[src/hw/rtl/apc_pkg.sv]
`default_nettype none

package apc_pkg;

    localparam int TABLE_DEPTH = 65536;
    localparam int COUNT_WIDTH = 16;

    localparam int ADDR_W  = $clog2(TABLE_DEPTH);
    localparam int CUR_W   = ((ADDR_W > 16) ? ADDR_W : 16) + 1;
    localparam int ENTRY_W = 3 * COUNT_WIDTH;
    localparam int PCT_W   = 7;
    localparam int PROD_W  = COUNT_WIDTH + 1 + PCT_W;

    localparam int QUEUE_DEPTH = 4;
    localparam int QPTR_W      = $clog2(QUEUE_DEPTH);

    localparam int PCT_SCALE = 100;

    localparam logic [PCT_W-1:0] MATCH_PCT_RESET  = PCT_W'(80);
    localparam logic [PCT_W-1:0] DELETE_PCT_RESET = PCT_W'(40);

    localparam logic CFG_MATCH_PCT  = 1'b0;
    localparam logic CFG_DELETE_PCT = 1'b1;

    localparam int SYM_GAP_BIT = 2;

    typedef enum logic [2:0] {
        KIND_NONE,
        KIND_MATCH,
        KIND_INSERT,
        KIND_DELETE,
        KIND_READ
    } t_kind;

    typedef enum logic [1:0] {
        ST_OK,
        ST_MISMATCH,
        ST_RANGE,
        ST_DEL_ZERO
    } t_status;

    typedef struct packed {
        t_kind              kind;
        t_status            status;
        logic               clr;
        logic [ADDR_W-1:0]  addr;
    } t_op;

    typedef struct packed {
        logic valid;
        t_op  op;
    } t_push;

    typedef struct packed {
        logic clearing;
    } t_back_stat;

    function automatic logic [COUNT_WIDTH-1:0] bump(input logic [COUNT_WIDTH-1:0] v);
        return (v == '1) ? v : v + COUNT_WIDTH'(1);
    endfunction

    function automatic logic [15:0] clamp16(input logic [COUNT_WIDTH-1:0] v);
        return (v > COUNT_WIDTH'(16'hFFFF)) ? 16'hFFFF : 16'(v);
    endfunction

endpackage

`default_nettype wire

[src/hw/rtl/apc_queue.sv]
`default_nettype none

module apc_queue
    import apc_pkg::*;
(
    input  wire logic  i_clk,
    input  wire logic  i_rst_n,
    input  wire t_push i_push,
    output logic       o_push_ready,
    input  wire logic  i_pop,
    output logic       o_valid,
    output t_op        o_op
);

    t_op               r_mem [QUEUE_DEPTH];
    logic [QPTR_W-1:0] r_wptr;
    logic [QPTR_W-1:0] r_rptr;
    logic [QPTR_W:0]   r_cnt;
    logic              w_push;
    logic              w_pop;

    assign o_push_ready = (r_cnt != (QPTR_W+1)'(QUEUE_DEPTH));
    assign o_valid      = (r_cnt != '0);
    assign o_op         = r_mem[r_rptr];
    assign w_push       = i_push.valid && o_push_ready;
    assign w_pop        = i_pop && o_valid;

    always_ff @(posedge i_clk) begin
        if (w_push) begin
            r_mem[r_wptr] <= i_push.op;
        end
    end

    always_ff @(posedge i_clk) begin
        if (!i_rst_n) begin
            r_wptr <= '0;
            r_rptr <= '0;
            r_cnt  <= '0;
        end else begin
            if (w_push) begin
                r_wptr <= r_wptr + QPTR_W'(1);
            end
            if (w_pop) begin
                r_rptr <= r_rptr + QPTR_W'(1);
            end
            case ({w_push, w_pop})
                2'b10:   r_cnt <= r_cnt + (QPTR_W+1)'(1);
                2'b01:   r_cnt <= r_cnt - (QPTR_W+1)'(1);
                default: r_cnt <= r_cnt;
            endcase
        end
    end

endmodule

`default_nettype wire

[config.mk]
export PLATFORM = sky130hd
export DESIGN_NAME = apc_queue
export DESIGN_NICKNAME = d
export VERILOG_FILES = /design/src/hw/rtl/apc_pkg.sv /design/src/hw/rtl/apc_queue.sv
export SDC_FILE = /design/constraint.sdc
export NUM_CORES = 1
export LEC_CHECK = 0
export ABC_CLOCK_PERIOD_IN_PS = 2900
export BUFFER_PORTS_ARGS = -buffer_cell sky130_fd_sc_hd__buf_4
export CAP_MARGIN = 20
export CORE_AREA = 3 3 96 121
export DETAILED_ROUTE_END_ITERATION = 10
export DIE_AREA = 0 0 99 124
export PLACE_DENSITY_LB_ADDON = 0.08
export SYNTH_ARGS = -nofsm -noshare
export SYNTH_HDL_FRONTEND = slang
export SYNTH_SLANG_ARGS = --single-unit
[constraint.sdc]
create_clock -name i_clk -period 2.9 [get_ports i_clk]
set_clock_uncertainty 0.15 [all_clocks]
set_input_delay 0.58 -clock i_clk [delete_from_list [all_inputs] [get_ports i_clk]]
set_output_delay 0.58 -clock i_clk [all_outputs]
set_load 0.005 [all_outputs]
# == Word level (Yosys, flattened, before mapping) ==
# Memory sizes are Yosys's and may differ from the RTL's. A register that Yosys moved wholly into a read port is not among the register bits.
# Cells that the tools add are included.
# op_classes
reduce_logical,4
n_mux,5
n_addsub,4
n_eq_ne,3
# ops
operator,count
$pmux W3 S2,1
$add A2 B1 Y2 const B,2
$mux W2,2
$add A3 B1 Y3 const B,1
$ne A3 B3 Y1 const B,1
$reduce_bool A3 Y1,1
$sub A3 B1 Y3 const B,1
$eq A2 B1 Y1 const B,1
$eq A2 B2 Y1 const B,1
$logic_and A1 B1 Y1,2
$mux W1,2
$reduce_bool A2 Y1,1
# word_totals
out_inout_bits,24
regBits,7
n_memories,1
ramBits,88
# memory_table
name,depth,word_bits,read_ports,rd_clocked_by_memory_dff,wr,line,source
r_mem,4,22,1,1,1,apc_queue.sv:15,t_op r_mem [QUEUE_DEPTH];

# == Depth between registers and ports, before layout ==
# logic_depth
ltp_word,4
depth_mapped,9

# == Worst setup path before layout ==
# OpenSTA, ideal clock, no wires.
# synth_timing
path_type,input to register
startpoint,input port i_push[22] (netlist name)
endpoint,register r_cnt[2]
stages,8
path_slack_ns,0.698
arrival_ns,1.976
setup_ns,0.076
cell_sequence,a21boi_2 -> inv_1 -> ha_1 -> inv_1 -> fa_1 -> xor2_1 -> or3_1 -> a21boi_0
# synth_via
elab_chain_cells,3
word_cells_on_any_way,5
classes_between,eq/ne: 2; mux: 1; reduce/logical: 2
# synth_rtl
item,line,source
from (decl),apc_queue.sv:8,"input wire t_push i_push,"
$logic_and A1 B1 Y1 (*),apc_queue.sv:25,assign w_push = i_push.valid && o_push_ready;
$eq A2 B1 Y1 / $eq A2 B2 Y1 (equally long branches),apc_queue.sv:46,"case ({w_push, w_pop})"
$pmux W3 S2 / $reduce_bool A2 Y1 (equally long branches),n/a,
to (signal assigned),apc_queue.sv:47,2'b10: r_cnt <= r_cnt + (QPTR_W+1)'(1);
to (signal assigned),apc_queue.sv:48,2'b01: r_cnt <= r_cnt - (QPTR_W+1)'(1);
to (signal assigned),apc_queue.sv:49,default: r_cnt <= r_cnt;
to (decl),apc_queue.sv:18,logic [QPTR_W:0] r_cnt;
# Every way passes the cells marked *; elsewhere a longest branch is shown, timed or not.
# A chain may end at the register's enable or synchronous reset.

==> metrics.yaml <==
status: "completed"
numCtsBuffers: 9
critPathLaunchType: "register"
synth_top_area_share_pct: 72.0
cp.arrival_ns: 1.85
synth_top_area_cell: "edfxtp_1"
drt_iter0_markers: 102
intPower_mw: 2.81
coreArea_um2: 10600
drive_gt1_share_pct: 41.4
cts_tree: "done"
drv_cap: 0
cts_resized: 0
root_buffer: "clkbuf_16"
final_common_cell: "edfxtp_1"
hold_buffers: 0
grt_max_degree: 23
dp_cells: 353
period_share_pct: 89.1
slew_violations: 0
start_util_pct: 34.8
hold_viol_final: 0
regArea_um2: 2820
cts_buffer_depth: 2
switching_share_pct: 25.4
drc_errors: 0
multi_input_area_um2: 790
dr.pass1.iters: 4
setup_viol: 0
r2r_slack_ns: 0.60
dieArea_um2: 12300
synth_area_um2: 3670
ant_nets: 0
area_growth_pct: 23.2
route.vias.total: 1739
synth_cells: 166
min_period_ns: 2.58
mostFrequentLayoutCells: "edfxtp_1 (88), buf_4 (60), mux4_2 (20)"
ys_ff_latch: 97
tns_ns: 0
globalRouteOverflowTotal: 0
stdcell_count: 369
p_leak_nw: 1.56
max-vdd-ir-drop_v: 0.000323
syn_area_per_cell_um2: 22.1
place.gp.congestion: 0.697
syn-num-nets: 198
synth_area_leaders: "edfxtp_1 (72%), mux4_2 (12%), dfxtp_1 (4.9%)"
place_area_um2: 4250
crit_end: "o_op[11]"
synth_warnings: 0
clk_latency_ns: 0.33
final_area_um2: 4520
tightestPinTransition_ns: 0.537
fillers: 917
maxClockFrequency_mhz: 387
htreeDepth: 3
viasPerCell: 4.71
hp-class: "in -> reg"
dieHeight_um: 124
cp.required_ns: 2.17
io_pins: 50
r2r_end: "r_cnt[2]"
first_global_vias: 1883
seq_power_share_pct: 47.6
num_antenna_cells: 0
crit_type: "reg -> out"
maxSlewHeadroom_pct: 64.2
powerDensity_nw_per_um2: 832
cts.sinks: 97
finish.net_count: 264
grt_usage_pct: 11.7
pwr-share-comb_pct: 24.4
fin_util_pct: 42.8
drt_wl_total_mm: 6.83
crit_fanout: 10
io_buffers: 49
rows: 42
power_switching_mw: 0.954
grt_pass1_wl_mm: 10.3
worstSetupEndpointType: "output port"
routedWlPerCell_um: 18.5
reg2reg_depth: 9
synthDistinctLibCells: 23
reg2reg_from: "r_cnt[0]"
dieWidth_um: 99
clkSlewWorstSetupHoldPaths_ns: 0.06
yosysSeqAreaShare_pct: 76.9
antenna_found_initial: 0
hpwl_mm: 4.72
post_cts_buffers: 0
worst_hold_slack_ns: 0.291
clkPwrFrac_pct: 28.0
rsz0062_at_grt: "no"
## cells by family (layout without fill, tap and decap cells)
logic type / Yosys count / in the layout / synth area share [%]
AOI/OAI and AO/OA: 6 / 6 / 1.47
and+or+nand+nor: 18 / 18 / 2.59
xor gates and xnor gates: 4 / 4 / 0.955
buffers and inverters: 11 / 82 / 1.60
muxes: 24 / 24 / 14.2
DFF: 97 / 97 / 76.9
adders and majority gates: 6 / 6 / 2.25
## routing by layer
| layer | track usage (%) | routed length (um) | vias to the layer above |
|---|---|---|---|
| met4 | 5.38 | 125 | 0 |
| met2 | 20.4 | 3620 | 49 |
| met3 | 3.53 | 373 | 11 |
| li1 | - | - | 804 |
| met5 | 0 | 0 | - |
| met1 | 13.3 | 2720 | 875 |
## registers in the layout, summed over array words and instances, names as in the netlist, named ones only
register  flops
r_wptr        2
r_mem        88
r_cnt         3
r_rptr        2
## Yosys cell counts (all sizes together)
| library cell | count |
|---|---|
| a21boi | 2 |
| and2 | 7 |
| buf | 4 |
| clkbuf | 1 |
| dfxtp | 9 |
| edfxtp | 88 |
| fa | 1 |
| ha | 5 |
| inv | 6 |
| mux2i | 2 |
| mux4 | 22 |
| nand2 | 6 |
| nor2 | 1 |
| nor2b | 2 |
| o21ai | 2 |
| o311ai | 1 |
| o31a | 1 |
| or3 | 2 |
| xnor2 | 3 |
| xor2 | 1 |
## metrics by stage
step,total power [mW],worst slack [ns]
detailed placement,2.77,0.418
floorplan,2.33,0.698
global placement,2.74,0.552
global route,3.97,0.193
finish,3.76,0.316
CTS,3.84,0.251
## power groups by stage
stage	logic, mW	clock network [mW]	registers [mW]
floorplan	0.552	0	1.77
global route	1.01	1.15	1.81
finish	0.918	1.05	1.79
detailed placement	0.944	0	1.83
global placement	0.923	0	1.81
CTS	0.948	1.09	1.80
## cell type report
| type | count | share of cell area [%] |
|---|---|---|
| timing repair buffer | 60 | 9.96 |
| sequential | 97 | 62.5 |
| inverter | 6 | 0.498 |
| clock buffer | 9 | 4.98 |
| clock inverter | 7 | 0.996 |
| tap | 132 | 3.65 |
| multi-input combinational | 58 | 17.5 |
## worst max-delay path, cell delays in order, from the launching register on
cell     delay [ns]
dfxtp_2        0.55
buf_4          0.28
mux4_2         0.54
buf_4          0.15
## how the worst min path moves through the flow
| stage | endpoint | start | slack, ns | cells after the start |
|---|---|---|---|---|
| finish | r_mem[1][1] | i_push[1] | 0.29 | 1 |
| global route | r_mem[3][9] | i_push[9] | 0.28 | 1 |
| CTS | r_mem[1][1] | i_push[1] | 0.28 | 1 |
| detailed placement | r_wptr[1] | r_wptr[1] | 0.36 | 2 |
| global placement | r_wptr[0] | r_wptr[0] | 0.33 | 2 |
| floorplan | r_wptr[1] | r_wptr[1] | 0.32 | 2 |
Power figures use the tool's default switching activity.
