File: src/hw/rtl/apc_pkg.sv
`default_nettype none

package apc_pkg;

    localparam int TABLE_DEPTH = 65536;
    localparam int COUNT_WIDTH = 16;

    localparam int ADDR_W  = $clog2(TABLE_DEPTH);
    localparam int CUR_W   = ((ADDR_W > 16) ? ADDR_W : 16) + 1;
    localparam int ENTRY_W = 3 * COUNT_WIDTH;
    localparam int PCT_W   = 7;
    localparam int PROD_W  = COUNT_WIDTH + 1 + PCT_W;

    localparam int QUEUE_DEPTH = 4;
    localparam int QPTR_W      = $clog2(QUEUE_DEPTH);

    localparam int PCT_SCALE = 100;

    localparam logic [PCT_W-1:0] MATCH_PCT_RESET  = PCT_W'(80);
    localparam logic [PCT_W-1:0] DELETE_PCT_RESET = PCT_W'(40);

    localparam logic CFG_MATCH_PCT  = 1'b0;
    localparam logic CFG_DELETE_PCT = 1'b1;

    localparam int SYM_GAP_BIT = 2;

    typedef enum logic [2:0] {
        KIND_NONE,
        KIND_MATCH,
        KIND_INSERT,
        KIND_DELETE,
        KIND_READ
    } t_kind;

    typedef enum logic [1:0] {
        ST_OK,
        ST_MISMATCH,
        ST_RANGE,
        ST_DEL_ZERO
    } t_status;

    typedef struct packed {
        t_kind              kind;
        t_status            status;
        logic               clr;
        logic [ADDR_W-1:0]  addr;
    } t_op;

    typedef struct packed {
        logic valid;
        t_op  op;
    } t_push;

    typedef struct packed {
        logic clearing;
    } t_back_stat;

    function automatic logic [COUNT_WIDTH-1:0] bump(input logic [COUNT_WIDTH-1:0] v);
        return (v == '1) ? v : v + COUNT_WIDTH'(1);
    endfunction

    function automatic logic [15:0] clamp16(input logic [COUNT_WIDTH-1:0] v);
        return (v > COUNT_WIDTH'(16'hFFFF)) ? 16'hFFFF : 16'(v);
    endfunction

endpackage

`default_nettype wire

File: src/hw/rtl/apc_in_if.sv
`default_nettype none

interface apc_in_if;
    logic        valid;
    logic        ready;
    logic        req_type;
    logic        start_flag;
    logic [15:0] start_offset;
    logic [2:0]  query_sym;
    logic [2:0]  subject_sym;
    logic [15:0] position;
    logic        clear_after_read;

    modport source (
        output valid, req_type, start_flag, start_offset, query_sym, subject_sym,
               position, clear_after_read,
        input  ready
    );

    modport sink (
        input  valid, req_type, start_flag, start_offset, query_sym, subject_sym,
               position, clear_after_read,
        output ready
    );
endinterface

`default_nettype wire

File: src/hw/rtl/apc_front.sv
`default_nettype none

module apc_front
    import apc_pkg::*;
(
    input  wire logic       i_clk,
    input  wire logic       i_rst_n,
    apc_in_if.sink          in_ch,
    input  wire logic       i_push_ready,
    input  wire t_back_stat i_back_stat,
    output t_push           o_push
);

    logic [CUR_W-1:0] r_cursor;
    logic             r_in_run;
    logic [CUR_W-1:0] n_cursor;
    logic             n_in_run;
    t_op              w_op;
    logic             w_accept;

    assign in_ch.ready = i_push_ready && !i_back_stat.clearing;
    assign w_accept    = in_ch.valid && in_ch.ready;

    always_comb begin
        logic qgap;
        logic sgap;
        qgap     = in_ch.query_sym[SYM_GAP_BIT];
        sgap     = in_ch.subject_sym[SYM_GAP_BIT];
        n_cursor = r_cursor;
        n_in_run = r_in_run;
        w_op.kind   = KIND_NONE;
        w_op.status = ST_OK;
        w_op.clr    = 1'b0;
        w_op.addr   = '0;
        if (in_ch.req_type) begin
            w_op.clr  = in_ch.clear_after_read;
            w_op.addr = ADDR_W'(in_ch.position);
            if (32'(in_ch.position) >= 32'(TABLE_DEPTH)) begin
                w_op.status = ST_RANGE;
            end else begin
                w_op.kind = KIND_READ;
            end
        end else begin
            if (in_ch.start_flag) begin
                n_cursor = CUR_W'(in_ch.start_offset);
                n_in_run = 1'b0;
            end
            if (sgap && n_in_run) begin
                w_op.kind = KIND_NONE;
            end else if (qgap && sgap) begin
                w_op.kind = KIND_NONE;
            end else if (sgap) begin
                n_in_run  = 1'b1;
                w_op.addr = ADDR_W'(n_cursor - CUR_W'(1));
                if (n_cursor == '0) begin
                    w_op.status = ST_DEL_ZERO;
                end else if (32'(n_cursor) > 32'(TABLE_DEPTH)) begin
                    w_op.status = ST_RANGE;
                end else begin
                    w_op.kind = KIND_DELETE;
                end
            end else begin
                n_in_run  = 1'b0;
                w_op.addr = ADDR_W'(n_cursor);
                if (!qgap && (in_ch.query_sym != in_ch.subject_sym)) begin
                    w_op.status = ST_MISMATCH;
                end else if (32'(n_cursor) >= 32'(TABLE_DEPTH)) begin
                    w_op.status = ST_RANGE;
                end else begin
                    w_op.kind = qgap ? KIND_INSERT : KIND_MATCH;
                    n_cursor  = n_cursor + CUR_W'(1);
                end
            end
        end
    end

    always_ff @(posedge i_clk) begin
        if (!i_rst_n) begin
            r_cursor <= '0;
            r_in_run <= 1'b0;
        end else if (w_accept) begin
            r_cursor <= n_cursor;
            r_in_run <= n_in_run;
        end
    end

    assign o_push.valid = w_accept;
    assign o_push.op    = w_op;

endmodule

`default_nettype wire

File: src/flat_wrapper.sv
// flat-port wrapper written by rule: the top's interface ports become plain ports
module apc_front_flat import apc_pkg::*;
  (i_clk, i_rst_n, i_push_ready, i_back_stat, o_push, in_ch_valid, in_ch_req_type, in_ch_start_flag, in_ch_start_offset, in_ch_query_sym, in_ch_subject_sym, in_ch_position, in_ch_clear_after_read, in_ch_ready);
  apc_in_if in_ch_i ();
  input  wire logic i_clk;
  input  wire logic i_rst_n;
  input  wire logic i_push_ready;
  input  wire t_back_stat i_back_stat;
  output t_push o_push;
  input wire logic [$bits(in_ch_i.valid)-1:0] in_ch_valid;
  input wire logic [$bits(in_ch_i.req_type)-1:0] in_ch_req_type;
  input wire logic [$bits(in_ch_i.start_flag)-1:0] in_ch_start_flag;
  input wire logic [$bits(in_ch_i.start_offset)-1:0] in_ch_start_offset;
  input wire logic [$bits(in_ch_i.query_sym)-1:0] in_ch_query_sym;
  input wire logic [$bits(in_ch_i.subject_sym)-1:0] in_ch_subject_sym;
  input wire logic [$bits(in_ch_i.position)-1:0] in_ch_position;
  input wire logic [$bits(in_ch_i.clear_after_read)-1:0] in_ch_clear_after_read;
  output wire logic [$bits(in_ch_i.ready)-1:0] in_ch_ready;
  assign in_ch_i.valid = in_ch_valid;
  assign in_ch_i.req_type = in_ch_req_type;
  assign in_ch_i.start_flag = in_ch_start_flag;
  assign in_ch_i.start_offset = in_ch_start_offset;
  assign in_ch_i.query_sym = in_ch_query_sym;
  assign in_ch_i.subject_sym = in_ch_subject_sym;
  assign in_ch_i.position = in_ch_position;
  assign in_ch_i.clear_after_read = in_ch_clear_after_read;
  assign in_ch_ready = in_ch_i.ready;
  apc_front u_core (.i_clk(i_clk), .i_rst_n(i_rst_n), .in_ch(in_ch_i), .i_push_ready(i_push_ready), .i_back_stat(i_back_stat), .o_push(o_push));
endmodule
File: config.mk
export PLATFORM = sky130hd
export DESIGN_NAME = apc_front_flat
export DESIGN_NICKNAME = d
export VERILOG_FILES = /design/src/hw/rtl/apc_pkg.sv /design/src/hw/rtl/apc_in_if.sv /design/src/hw/rtl/apc_front.sv /design/src/flat_wrapper.sv
export SDC_FILE = /design/constraint.sdc
export NUM_CORES = 1
export LEC_CHECK = 0
export ABC_AREA = 1
export ABC_CLOCK_PERIOD_IN_PS = 2300
export BUFFER_PORTS_ARGS = -buffer_cell sky130_fd_sc_hd__buf_4
export CAP_MARGIN = 20
export CORE_MARGIN = 2
export CORE_UTILIZATION = 48
export DETAILED_ROUTE_END_ITERATION = 16
export PLACE_DENSITY = 0.87
export SETUP_SLACK_MARGIN = 0.05
export SLEW_MARGIN = 20
export SYNTH_ARGS = -nofsm -noshare
export SYNTH_HDL_FRONTEND = slang
export SYNTH_SLANG_ARGS = --single-unit
File: constraint.sdc
create_clock -name i_clk -period 2.3 [get_ports i_clk]
set_clock_uncertainty 0.15 [all_clocks]
set_input_delay 0.23 -clock i_clk [delete_from_list [all_inputs] [get_ports i_clk]]
set_output_delay 0.23 -clock i_clk [all_outputs]
set_load 0.1 [all_outputs]
# After elaboration in Yosys (flattened, before gate mapping)
# Index checks and enable logic that the tools add are counted.
# Widths: inputs -> output; s select.
[word_totals]
regBits = 18
latch_bits = 0
ram_bits = 0
rom_bits = 0
in_bits = 46
output_inout_bits = 24
elab_cells = 50
memories = 0
[op_classes]
n_addsub = 2
mul = 0
div = 0
order_cmp = 2
n_eq_ne = 1
shifts = 0
mux = 33
bitwise_logic = 1
reduce_logical = 9
[ops]
columns = ["operator", "n"]
rows = [
  ["$mux 17", 7],
  ["$mux 16", 4],
  ["$mux 2", 10],
  ["$add 17x1->17 const B", 1],
  ["$ge 17x17->1 const B", 1],
  ["$gt 17x17->1 const B", 1],
  ["$logic_not 17->1", 1],
  ["$sub 16x1->16 const B", 1],
  ["$mux 3", 5],
  ["$mux 1", 6],
  ["$logic_and 1x1->1", 5],
  ["$mux 5", 1],
  ["$ne 3x3->1", 1],
  ["$logic_not 1->1", 2],
  ["$reduce_and 2->1", 1],
  ["$not 1->1", 1],
]

# Longest topological paths before layout
# Gate-level depths: netlist (run 1).
[depth]
depth_word = 9
mapped_depth = 14
depth_no_buf = 13

# Worst setup path before layout (run 1)
# No wires, ideal clock.
[synth_timing]
kind = "in2out"
from = "input port in_ch_start_flag"
to = "output port o_push[4] in the netlist's numbering"
arrival_time_ns = 3.237
required_ns = 1.920
setup_slack_ns = -1.317
path_stages = 10
path_buffers = 0
cell_sequence = "inv_2 > nand2_1 > o21ai_4 > inv_1 > ha_1 > nand2_1 > inv_1 > nand3_1 > o21ai_0 > o21ai_0"
[synth_lines]
columns = ["item", "line", "source"]
rows = [
  ["start: declaration", "flat_wrapper.sv:12", "input wire logic [$bits(in_ch_i.start_flag)-1:0] in_ch_start_flag;"],
  ["end: declaration", "flat_wrapper.sv:9", "output t_push o_push;"],
]

==> results.md, run 1 <==
* Synth Net Count at 490
* Global-route wire length before repair at 15,600 um
* TritonCTS clock tree: yes
* Routed Antenna Nets at 0
* Post-DP Area at 3610 um^2
* Pleak at 2.00 nW
* PortBufs at 69
* Clk slew on worst S/H paths at 70 ps
* Row cnt at 25
* Period utilization at 114%
* Area contributors post-synth: nand2_1 19%, dfxtp_1 15%, inv_1 8.6%, nand3_1 7.8%, o21ai_0 6.3%
* Drc violations at 0
* Clock Power Share at 16.7%
* Worst-Skew Late Latency at 260 ps
* Delay-heaviest family, CP: simple AND/OR/NAND/NOR gates
* Layout cell share with drive strength beyond 1 at 48.4%
* Hold Crit Class: in2reg
* Power, Total at 1.59 mW
* Peak supply drop at 520 uV
* RSZ-0062 raised after global routing: yes
* Largest net degree at the start of global routing at 31
* Die height at 75.4 um
* Routed length per instance at 16.5 um
* Clock Sinks at 18
* Gr ovfl total at 0
* Worst path cell trace: inv_2 -> nand2_1 -> nand2_2 -> inv_2 -> nor2_2 -> inv_2 -> nor4_4 -> and2_4 -> inv_2 -> ha_4 -> o21ai_4 -> a21oi_4 -> buf_12
* Internal Power at 0.834 mW
* Post-synthesis cell type count at 33
* Syn Inst Count at 438
* CTS Buf Count at 3
* Yosys reg bits at 18
* Initial core utilization at 50.8%
* Syn_area_per_cell at 5.58 um^2
* Num ports at 70
* Register share of total power at 20.8%
* Placer congestion estimate at 1.01
* Vias/cell at 5.62
* # setup viols final at 9
* Slowest CP cell: dfxtp_2
* Nets at 619
* Max_cap viols at 0
* Top cell by count, worst path: inv_2
* Failing checks: negative setup slack
* Top cell type's share of synthesized area at 19.5%
* Post-route cell area at 4160 um^2
* Synth Cell Area at 2450 um^2
* Root Driver: clkbuf_8
* Detailed Route WL at 10,400 um
* Worst path max stage delay at 320 ps
* Arr. time, crit path at 2250 ps
* Vias in the first global route at 3,354
* Crit-path max FO at 2
* CTS max path bufs at 2
* GRT Util Overall at 35.9%
* Filler Cell Count at 290
* Sequential cell area at 367 um^2
* Worst path bufs/invs at 5
* Leading area contributor after synthesis: nand2_1
* Fin. Hold Viols at 0
* Part of the power in combinational logic at 62.5%
* Multi-input gate area at 2110 um^2
* Via count at 3,558
* Net Sw Power at 0.754 mW
* DR pass1 iterations at 6
* Die X at 75.4 um
* Register area share after synthesis at 14.7%
* Period minus WS final at 2630 ps
* Slew headroom at 65.5%
* Worst EP required at 1920 ps
* Critical path type: reg2out
* ANT cells at 0
* PD cells at 381 nW/um^2
* Yosys warns at 0
* Starting DRC count in detailed routing at 492
* Slew Limit Fails at 0
* H-tree Lvls at 1
* CP Launch Type: flop
* Fmax at 0.381 GHz
* Worst Slack Setup Final at -328 ps
* Fin Setup TNS at -2170 ps
* DIE AREA at 5680 um^2
* DP HPWL at 7260 um
* Initial antenna violation count at 0
* Core region area at 4820 um^2
* Run status: complete, but fails checks
* Layout area overhead at 70.1%
* Sw frac at 47.5%
* Worst slew pin tran at 517 ps
* Worst setup EP type: output pin
## final cells by class
class / instances / area share [%]
inverters: 69 / 6.35
repair buffers: 138 / 30.8
multi-input cells: 337 / 50.7
flip-flops and latches: 18 / 8.81
well taps: 67 / 2.02
clock buffers: 4 / 1.32
## kinds of logic (layout without fill, tap and decap cells)
| logic type | after synthesis | count (layout) | synth area share, % |
|---|---|---|---|
| DFF | 18 | 18 | 14.7 |
| adders and majority gates | 6 | 6 | 3.07 |
| xor gates and xnor gates | 2 | 2 | 0.716 |
| and+or+nand+nor | 251 | 251 | 49.1 |
| AOI/OAI and AO/OA | 78 | 78 | 17.9 |
| buffers and inverters | 83 | 211 | 14.5 |
## cells in the final DEF, fill, tap and decap left out, types with 5 or more instances in the layout
cell type  count
o21ai_1        6
inv_2         21
nand3_2       10
buf_4        116
nor2_1        25
o21ai_0       20
dfxtp_1       13
nand2_1      114
nand2_4        5
buf_12        18
o21ai_4       11
nand4_1        8
nand3_1       29
dfxtp_2        5
o21ai_2       14
a21oi_1       21
nor2_4        11
inv_1         47
nand2_2       24
nor2_2        13
## state kept, by name, summed over array words and instances, names as in the netlist
| signal | count |
|---|---|
| u_core.r_in_run | 1 |
| u_core.r_cursor | 17 |
## metal layers
layer	global-route usage, %	part of all wire, %	vias to the layer above
li1	-	-	1646
met1	45.5	39	1605
met2	62.0	48	253
met3	5.42	9.6	54
met4	12.1	3.5	0
met5	0	0	-
## metrics by stage
stage	hold WS [ps]	cells	setup slack, ps	utilization (%)
2_1_floorplan	218	438	-197	-
3_3_place_gp	353	621	-393	75.0
3_5_place_dp	356	621	-384	75.0
4_1_cts	122	631	-312	83.7
5_1_grt	153	633	-398	86.4
6_report	123	633	-328	86.4
## worst paths after layout
kind	startpoint	to	cells past startpoint	slack, ps
worst max register to register	u_core.r_cursor[0]$_SDFFE_PN0P_	u_core.r_cursor[16]$_SDFFE_PN0P_	14	140
worst max-delay path	u_core.r_cursor[13]$_SDFFE_PN0P_	o_push[19]	13	-330
worst min register to register	u_core.r_in_run$_SDFFE_PN0P_	u_core.r_in_run$_SDFFE_PN0P_	2	380
worst min-delay path	in_ch_subject_sym[2]	u_core.r_in_run$_SDFFE_PN0P_	3	120
## Yosys cell counts
library cell,instances
nand2_1,127
inv_1,56
nand3_1,38
nor2_1,33
o21ai_0,31
a21oi_1,24
dfxtp_1,18
inv_2,13
nand2_2,12
nor2_2,11
o21ai_1,11
nand4_1,8
o21ai_2,8
ha_1,6
clkbuf_1,5
nor2_4,5
buf_6,4
nand2_4,4
nor3_1,4
buf_4,3
a31oi_1,2
buf_2,2
nand3_2,2
xor2_1,2
a21oi_2,1
and2_1,1
nand3_4,1
nand3b_4,1
nor3_2,1
nor3b_1,1
nor4_1,1
o21ai_4,1
or3_1,1
## worst register-to-register path: cells and delay by family (launching register included)
kind	cells	cell delay (ps)
buffers and inverters	4	340
adders and majority gates	2	330
and+or+nand+nor	7	820
AOI/OAI and AO/OA	1	120
DFF	1	340
## power groups by stage
stage                     logic [mW]  clock network [mW]  registers (mW)
after floorplan                0.549                   0           0.334
after global placement         0.815                   0           0.335
after detailed placement       0.830                   0           0.335
after CTS                      0.928               0.265           0.329
after global routing            1.04               0.277           0.331
final                          0.992               0.265           0.330
## what timing repair did
item	in CTS	in global routing
hold buffers	0	0
endpoints found under the setup margin	16	17
setup buffers	6	7
gates resized for setup	81	38
pin swaps	17	17
No activity file was read; power rests on OpenSTA's default activity.
==> inputs of run 2 (changes only) <==
--- a/config.mk
+++ b/config.mk
@@ -12,6 +12,7 @@
 export CORE_MARGIN = 2
 export CORE_UTILIZATION = 48
 export DETAILED_ROUTE_END_ITERATION = 16
+export MAX_ROUTING_LAYER = met4
 export PLACE_DENSITY = 0.87
 export SETUP_SLACK_MARGIN = 0.05
 export SLEW_MARGIN = 20
==> run 2 against run 1 <==
Sequential cell count is the same. Wire length shrank 2.0%. Maximum frequency grew 0.85%. Register-to-register slack is essentially flat. Via count shrank 1.2%. Clock-buffer cell count is the same. Sequential power is essentially flat. Cell area grew 0.60%. The run still ends with negative setup slack left. Critical path depth grew 1. Largest cell class unchanged. Die area is the same. Global-route usage shrank 2.2 points. Critical endpoint is now o_push[10].
==> results.md, run 2 (same netlist as run 1, synthesis figures left out) <==
* Crit-path max FO at 5
* Worst slew pin tran at 466 ps
* Slew Limit Fails at 0
* Post-DP Area at 3610 um^2
* # setup viols final at 10
* Max_cap viols at 0
* Clock Sinks at 18
* Starting DRC count in detailed routing at 378
* Regs by FF count: u_core.r_cursor x17, u_core.r_in_run x1
* Post-route cell area at 4190 um^2
* Cts hold-fix bufs at 0
* GRT Util Overall at 33.6%
* Commonest non-fill, non-tap cell in the layout: buf_4
* Slew headroom at 68.9%
* Fin. Hold Viols at 0
* Fin Setup TNS at -1660 ps
* PD cells at 378 nW/um^2
* Hold Crit Class: in2reg
* Detailed Route WL at 10,200 um
* CTS max path bufs at 2
* Via count at 3,515
* CTS Buf Count at 3
* Placer congestion estimate at 0.996
* Worst-Skew Late Latency at 260 ps
* Dpl cells at 621
* Nets at 623
* Num ports at 70
* CP Launch Type: flop
* TritonCTS clock tree: yes
* Global-route wire length before repair at 14,200 um
* Fmax at 0.384 GHz
* DR pass1 iterations at 5
* Failing checks: negative setup slack
* Initial antenna violation count at 0
* Peak supply drop at 409 uV
* PortBufs at 69
* Gr ovfl total at 0
* DIE AREA at 5680 um^2
* Worst setup EP type: output pin
* Pleak at 2.01 nW
* RSZ-0062 raised after global routing: yes
* Most flops, register: u_core.r_cursor
* Period utilization at 113%
* Clk slew on worst S/H paths at 70 ps
* Period minus WS final at 2610 ps
* Root Driver: clkbuf_8
* Number of flip-flops under the largest register name at 17
* Arr. time, crit path at 2230 ps
* ANT cells at 0
* Core region area at 4820 um^2
* Non-filler cells, final at 637
* DP HPWL at 7170 um
* Row cnt at 25
* Worst EP required at 1920 ps
* Routed length per instance at 16.0 um
* Largest net degree at the start of global routing at 31
* Die X at 75.4 um
* Critical path type: reg2out
* Run status: complete, but fails checks
* Drc violations at 0
* Routed Antenna Nets at 0
* Layout area overhead at 71.1%
* Layout cell share with drive strength beyond 1 at 48.4%
* Most frequent cells in the layout: 114 x buf_4, 112 x nand2_1, 47 x inv_1
* Power, Total at 1.58 mW
* Vias/cell at 5.52
* Vias in the first global route at 3,083
* Die height at 75.4 um
* Initial core utilization at 50.8%
* H-tree Lvls at 1
* Worst Slack Setup Final at -306 ps
==> run 2: changes by cell type in the layout (fill, tap and decap cells not counted), moves of 2 or more <==
cell,change
buf_6,+6
nand3_2,-5
nand3_1,+4
nand2_2,+3
nor2_2,+3
buf_4,-2
nand2_1,-2
nor2_1,-2
o21ai_0,+2
o21ai_4,-2
==> run 2: layout make-up <==
class | count | area [um^2]
clock buffer | 4 | 55.1
fill | 294 | 632
inverter | 69 | 267
multi-input combinational | 337 | 2070
sequential | 18 | 367
tap | 67 | 83.8
timing repair buffer | 142 | 1340
==> run 2: path summary, 6_finish.rpt <==
check / from / to / slack [ps] / cells past startpoint
min reg2reg: u_core.r_cursor[8]$_SDFFE_PN0P_ / u_core.r_cursor[8]$_SDFFE_PN0P_ / 390 / 2
max reg2reg: u_core.r_cursor[0]$_SDFFE_PN0P_ / u_core.r_cursor[16]$_SDFFE_PN0P_ / 140 / 14
min: i_rst_n / u_core.r_cursor[0]$_SDFFE_PN0P_ / 140 / 3
max: u_core.r_cursor[1]$_SDFFE_PN0P_ / o_push[10] / -310 / 14
==> run 2: through the flow <==
step,util [%],hold slack [ps],setup slack [ps]
CTS,81.1,136,-324
global route,86.9,141,-410
detailed placement,75.0,368,-398
floorplan,-,218,-197
finish,86.9,138,-306
global placement,75.0,358,-356
==> run 2: timing repair <==
item | 4_1_cts | 5_1_grt
gates resized for setup | 53 | 61
pin swaps | 12 | 23
buffers inserted | 3 | 8
setup endpoints to repair | 16 | 19
cloned | 0 | 1
==> run 2: worst max-delay path, stage by stage, from the launching register on <==
cell and delay, ps:
dfxtp_2 330, nand2_2 80, o21ai_4 60, inv_2 80, ha_4 140, buf_4 100, nand2_2 80, inv_2 90
nand3_4 80, nor2_4 200, inv_2 80, o21ai_1 160, nand2_1 120, o21ai_4 180, buf_12 190
==> run 2: report_power, final <==
part	switching [mW]	internal, mW	total, mW
clock	0.106	0.152	0.258
combinational	0.626	0.370	0.996
sequential	0.00636	0.323	0.330
==> run 2: per-layer routing <==
layer	vias up	routed length, um	global-route usage (%)
li1	1658	-	-
met2	222	4880	52.7
met4	0	268	11.9
met5	-	0	-
met3	42	950	3.84
met1	1593	4120	44.9
